**src/rtl/bcg_pkg.sv**
```systemverilog
package bcg_pkg;

	localparam int CHAN_BITS = 8;
	localparam int COLOR_BITS = 24;
	localparam int CFG_IDX_BITS = 3;

	typedef enum logic [CFG_IDX_BITS-1:0] {
		REG_WIDTH        = 3'd0,
		REG_HEIGHT       = 3'd1,
		REG_TOP_LEFT     = 3'd2,
		REG_TOP_RIGHT    = 3'd3,
		REG_BOTTOM_LEFT  = 3'd4,
		REG_BOTTOM_RIGHT = 3'd5
	} cfg_reg_t;

	localparam logic [COLOR_BITS-1:0] RST_TOP_LEFT     = 24'h0000FF;
	localparam logic [COLOR_BITS-1:0] RST_TOP_RIGHT    = 24'h00FF00;
	localparam logic [COLOR_BITS-1:0] RST_BOTTOM_LEFT  = 24'hFF0000;
	localparam logic [COLOR_BITS-1:0] RST_BOTTOM_RIGHT = 24'hFFFF00;

endpackage

```
**src/rtl/bcg_lerp.sv**
```systemverilog
module bcg_lerp import bcg_pkg::*; #(
	parameter int RB = 13
) (
	input  logic                 clk,
	input  logic [CHAN_BITS-1:0] a,
	input  logic [CHAN_BITS-1:0] b,
	input  logic [RB-1:0]        pos,
	input  logic [RB-1:0]        wgt,
	input  logic [RB-1:0]        res,
	output logic [CHAN_BITS-1:0] q
);

	localparam int DW = CHAN_BITS + RB;
	localparam int NST = CHAN_BITS / 2;

	logic [DW-1:0]        rem_s [0:NST-1];
	logic [RB-1:0]        div_s [0:NST-1];
	logic [CHAN_BITS-1:0] quo_s [0:NST];

	// weighted sum, always below 256 * res
	always_ff @(posedge clk) begin
		rem_s[0] <= DW'(a) * DW'(wgt) + DW'(b) * DW'(pos);
		div_s[0] <= res;
		quo_s[0] <= '0;
	end

	// restoring division, two quotient bits per stage
	for (genvar s = 0; s < NST; s++) begin : g_div
		logic [DW-1:0]        rem_n;
		logic [CHAN_BITS-1:0] quo_n;
		always_comb begin
			logic [DW-1:0] dsh;
			rem_n = rem_s[s];
			quo_n = quo_s[s];
			for (int j = 0; j < 2; j++) begin
				dsh = DW'(div_s[s]) << (CHAN_BITS - 1 - 2 * s - j);
				if (rem_n >= dsh) begin
					rem_n = rem_n - dsh;
					quo_n[CHAN_BITS - 1 - 2 * s - j] = 1'b1;
				end
			end
		end
		always_ff @(posedge clk) begin
			quo_s[s+1] <= quo_n;
		end
		// the last stage has no use for the remainder
		if (s < NST - 1) begin : g_fwd
			always_ff @(posedge clk) begin
				rem_s[s+1] <= rem_n;
				div_s[s+1] <= div_s[s];
			end
		end
	end

	assign q = quo_s[NST];

endmodule

```
**config.mk**
```make
export PLATFORM = sky130hd
export DESIGN_NAME = bcg_lerp
export DESIGN_NICKNAME = d
export VERILOG_FILES = /design/src/rtl/bcg_pkg.sv /design/src/rtl/bcg_lerp.sv
export SDC_FILE = /design/constraint.sdc
export NUM_CORES = 1
export LEC_CHECK = 0
export ABC_AREA = 1
export BUFFER_PORTS_ARGS = -buffer_cell sky130_fd_sc_hd__buf_4
export CAP_MARGIN = 40
export CORE_MARGIN = 1
export CORE_UTILIZATION = 55
export CTS_CLUSTER_DIAMETER = 200
export DETAILED_ROUTE_END_ITERATION = 16
export PLACE_DENSITY_LB_ADDON = 0.05
export RECOVER_POWER = 25
export SLEW_MARGIN = 20
export SYNTH_ARGS = -nofsm -noshare
export SYNTH_HDL_FRONTEND = slang
export SYNTH_SLANG_ARGS = --single-unit
```
**constraint.sdc**
```tcl
create_clock -name clk -period 7.2 [get_ports clk]
set_input_delay 1.08 -clock clk [delete_from_list [all_inputs] [get_ports clk]]
set_output_delay 1.08 -clock clk [all_outputs]
set_load 0.02 [all_outputs]
```
==> run summary <==
placed cell count -> 2845
Worst-Margin Slew -> 768.7 ps
layout cells sized above 1 -> 6.101%
DR top layer -> met4
grt total ovfl -> 0
Top Ports -> 64
Synth Cell Area -> 17530 sq um
crit path kind -> primary input to flip-flop
Mapped Cells -> 2440
endpoints failing setup -> 0
WP data arrival -> 6280 ps
HP Class -> flip-flop to flip-flop
Worst Path Required -> 7530 ps
H-tree depth -> 4
RSZ-0062 raised after global routing -> no
Final Util -> 59.81%
Adder-Cell Fraction of Synth Area -> 32.03%
Yosys cell types -> 52
Post-synth top flop -> dfxtp_1
die span in x -> 180.5 microns
compound-cell area share of the yosys netlist -> 7.821%
Async SR Flop Fraction -> 0%
EDFF count, synth -> 0
clock latency on the worst-skew pair -> 440 ps
post-synthesis sequential area ratio -> 17.81%
Area after DPL -> 18210 sq um
Post-Route WL -> 46960 microns
first-pass GRT wire length -> 76600 microns
WL met2 -> 25590 microns
crit start category -> primary input
highest clock rate -> 0.1678 GHz
die footprint -> 32600 sq um
CTS max path bufs -> 2
nets -> 2863
drt drc -> 0
maxcap violations -> 0
Synth warnings -> 0
mux share of post-synthesis cell area -> 0%
clock sinks -> 156
Die Y -> 180.5 microns
top cells by area, synth -> fa_1, dfxtp_1, nand2_1
CTS tree -> yes
clock-pin transition on the worst setup and hold timing paths -> 70 ps
CP max FO -> 13
Resize count post-CTS -> 0
fin crit period -> 5958 ps
Fin. Hold Viols -> 0
row count -> 65
fin area -> 18830 sq um
total CTS buffers -> 17
TritonRoute pass-1 iters -> 5
relative slew slack -> 48.51%
antenna cells -> 0
Met1 Wirelength -> 18480 microns
Synth top cells by count -> nand2_1, inv_1, fa_1, ha_1, dfxtp_1
max-slew violations -> 0
wire length on met3 -> 1213 microns
Simple-Gate Fraction of Synth Area -> 24.53%
Final Cycle Share -> 82.75%
Initial Util -> 55.71%
DR WL/cell -> 16.32 microns
Setup TNS Final -> 0 ps
via/cell ratio -> 5.198
ANT nets after route -> 0
initial antenna violation count -> 0
XOR/XNOR share of the synthesized area -> 4.596%
status -> completed
element type at the critical path end -> flip-flop
cts hold-fix bufs -> 0
Mapped Avg Cell Area -> 7.186 sq um
area delta synth->final -> 7.372%
routability cong. -> 0.9146
Total Routing Usage GR -> 30.00%
post-synth top area share -> 19.75%
fin cells -> 2877
Root Buffer -> clkbuf_16
largest net degree at the start of global routing -> 29
clock skew -> 11.90 ps
setup bufs post-CTS -> 0
core area -> 31470 sq um
vias -> 14960
area leader, netlist -> fa_1
main combinational cell family by area after synthesis -> adder cells
Mapped Nets -> 2841
vias in the first global route -> 15100
most frequent cell after synthesis -> nand2_1
port bufs -> 63
Iter 0 DRT Violations -> 783
register bit total from synthesis -> 156
DP Wirelength -> 40490 microns
## logic make-up (layout without fill, tap and decap cells)
logic type,count (synthesis),count (layout)
adders and majority gates,345,345
xor gates and xnor gates,92,92
DFF,156,156
AOI/OAI and AO/OA,240,240
buffers and inverters,598,633
and+or+nand+nor,1009,1009
## sequential cells by signal, indices dropped and copies added (netlist names)
register / count
div_s: 52
quo_s: 20
rem_s: 84
## metal layers
metal,vias up,track usage (%)
met3,102,2.809
met1,7030,32.72
met2,323,59.32
met5,-,0
met4,0,11.08
li1,7500,-
## cell usage in the layout, fill, tap and decap left out, drive strengths merged
| cell | n |
|---|---|
| nand2 | 702 |
| inv | 545 |
| fa | 173 |
| ha | 172 |
| dfxtp | 156 |
| nor2 | 122 |
| a21oi | 115 |
| nand3 | 103 |
| o21ai | 71 |
| buf | 63 |
| xnor2 | 46 |
| xor2 | 46 |
| nand4 | 33 |
| nor3 | 23 |
| clkbuf | 17 |
| a21o | 11 |
| a31oi | 10 |
| o21bai | 8 |
| nand3b | 8 |
| o21a | 8 |
| clkinv | 8 |
| nor4 | 7 |
| a21boi | 4 |
| a211oi | 4 |
| o31ai | 4 |
| and2 | 4 |
| or2 | 3 |
| o211ai | 2 |
| and3b | 1 |
| o31a | 1 |
| nor3b | 1 |
| nor4b | 1 |
| o311ai | 1 |
| and3 | 1 |
| a31o | 1 |
## area by class of cell
class	instances	area (sq um)
multi-input combinational	1686	12090
sequential	156	3123
fill	3043	12650
clock buffer	17	425.4
clock inverter	15	188.9
tap	402	503.0
timing repair buffer	63	473.0
inverter	538	2019
## metrics by stage
stage / hold slack, ps / setup WS [ps]
floorplan: 309.6 / 1014
global placement: 310.0 / 912.1
detailed placement: 312.1 / 798.7
CTS: 323.1 / 1270
global route: 326.6 / 986.1
finish: 318.1 / 1242
## critical path, cell delays in order
cell and delay (ps):
buf_4 180, nand2_1 100, fa_1 550, inv_1 60, fa_1 520, inv_1 50, fa_1 500, inv_1 50
fa_1 460, fa_1 570, inv_1 60, fa_1 530, inv_1 50, ha_1 370, a21o_1 200, a31oi_1 200
nand3_1 140, a21boi_0 310, o21ai_0 150, xor2_1 160
## worst paths after layout
path / from / to / slack, ps / depth (start not counted)
worst min register to register: quo_s[0][15] / quo_s[0][23] / 320 / 0
worst max register to register: div_s[1][0] / rem_s[2][6] / 2410 / 23
worst min-delay path: quo_s[0][15] / quo_s[0][23] / 320 / 0
worst max-delay path: a[6] / rem_s[0][16] / 1240 / 20
Power is left out: the tool's default activity adds up to more than one toggle a clock period on the data nets, which glitch-free logic cannot reach.
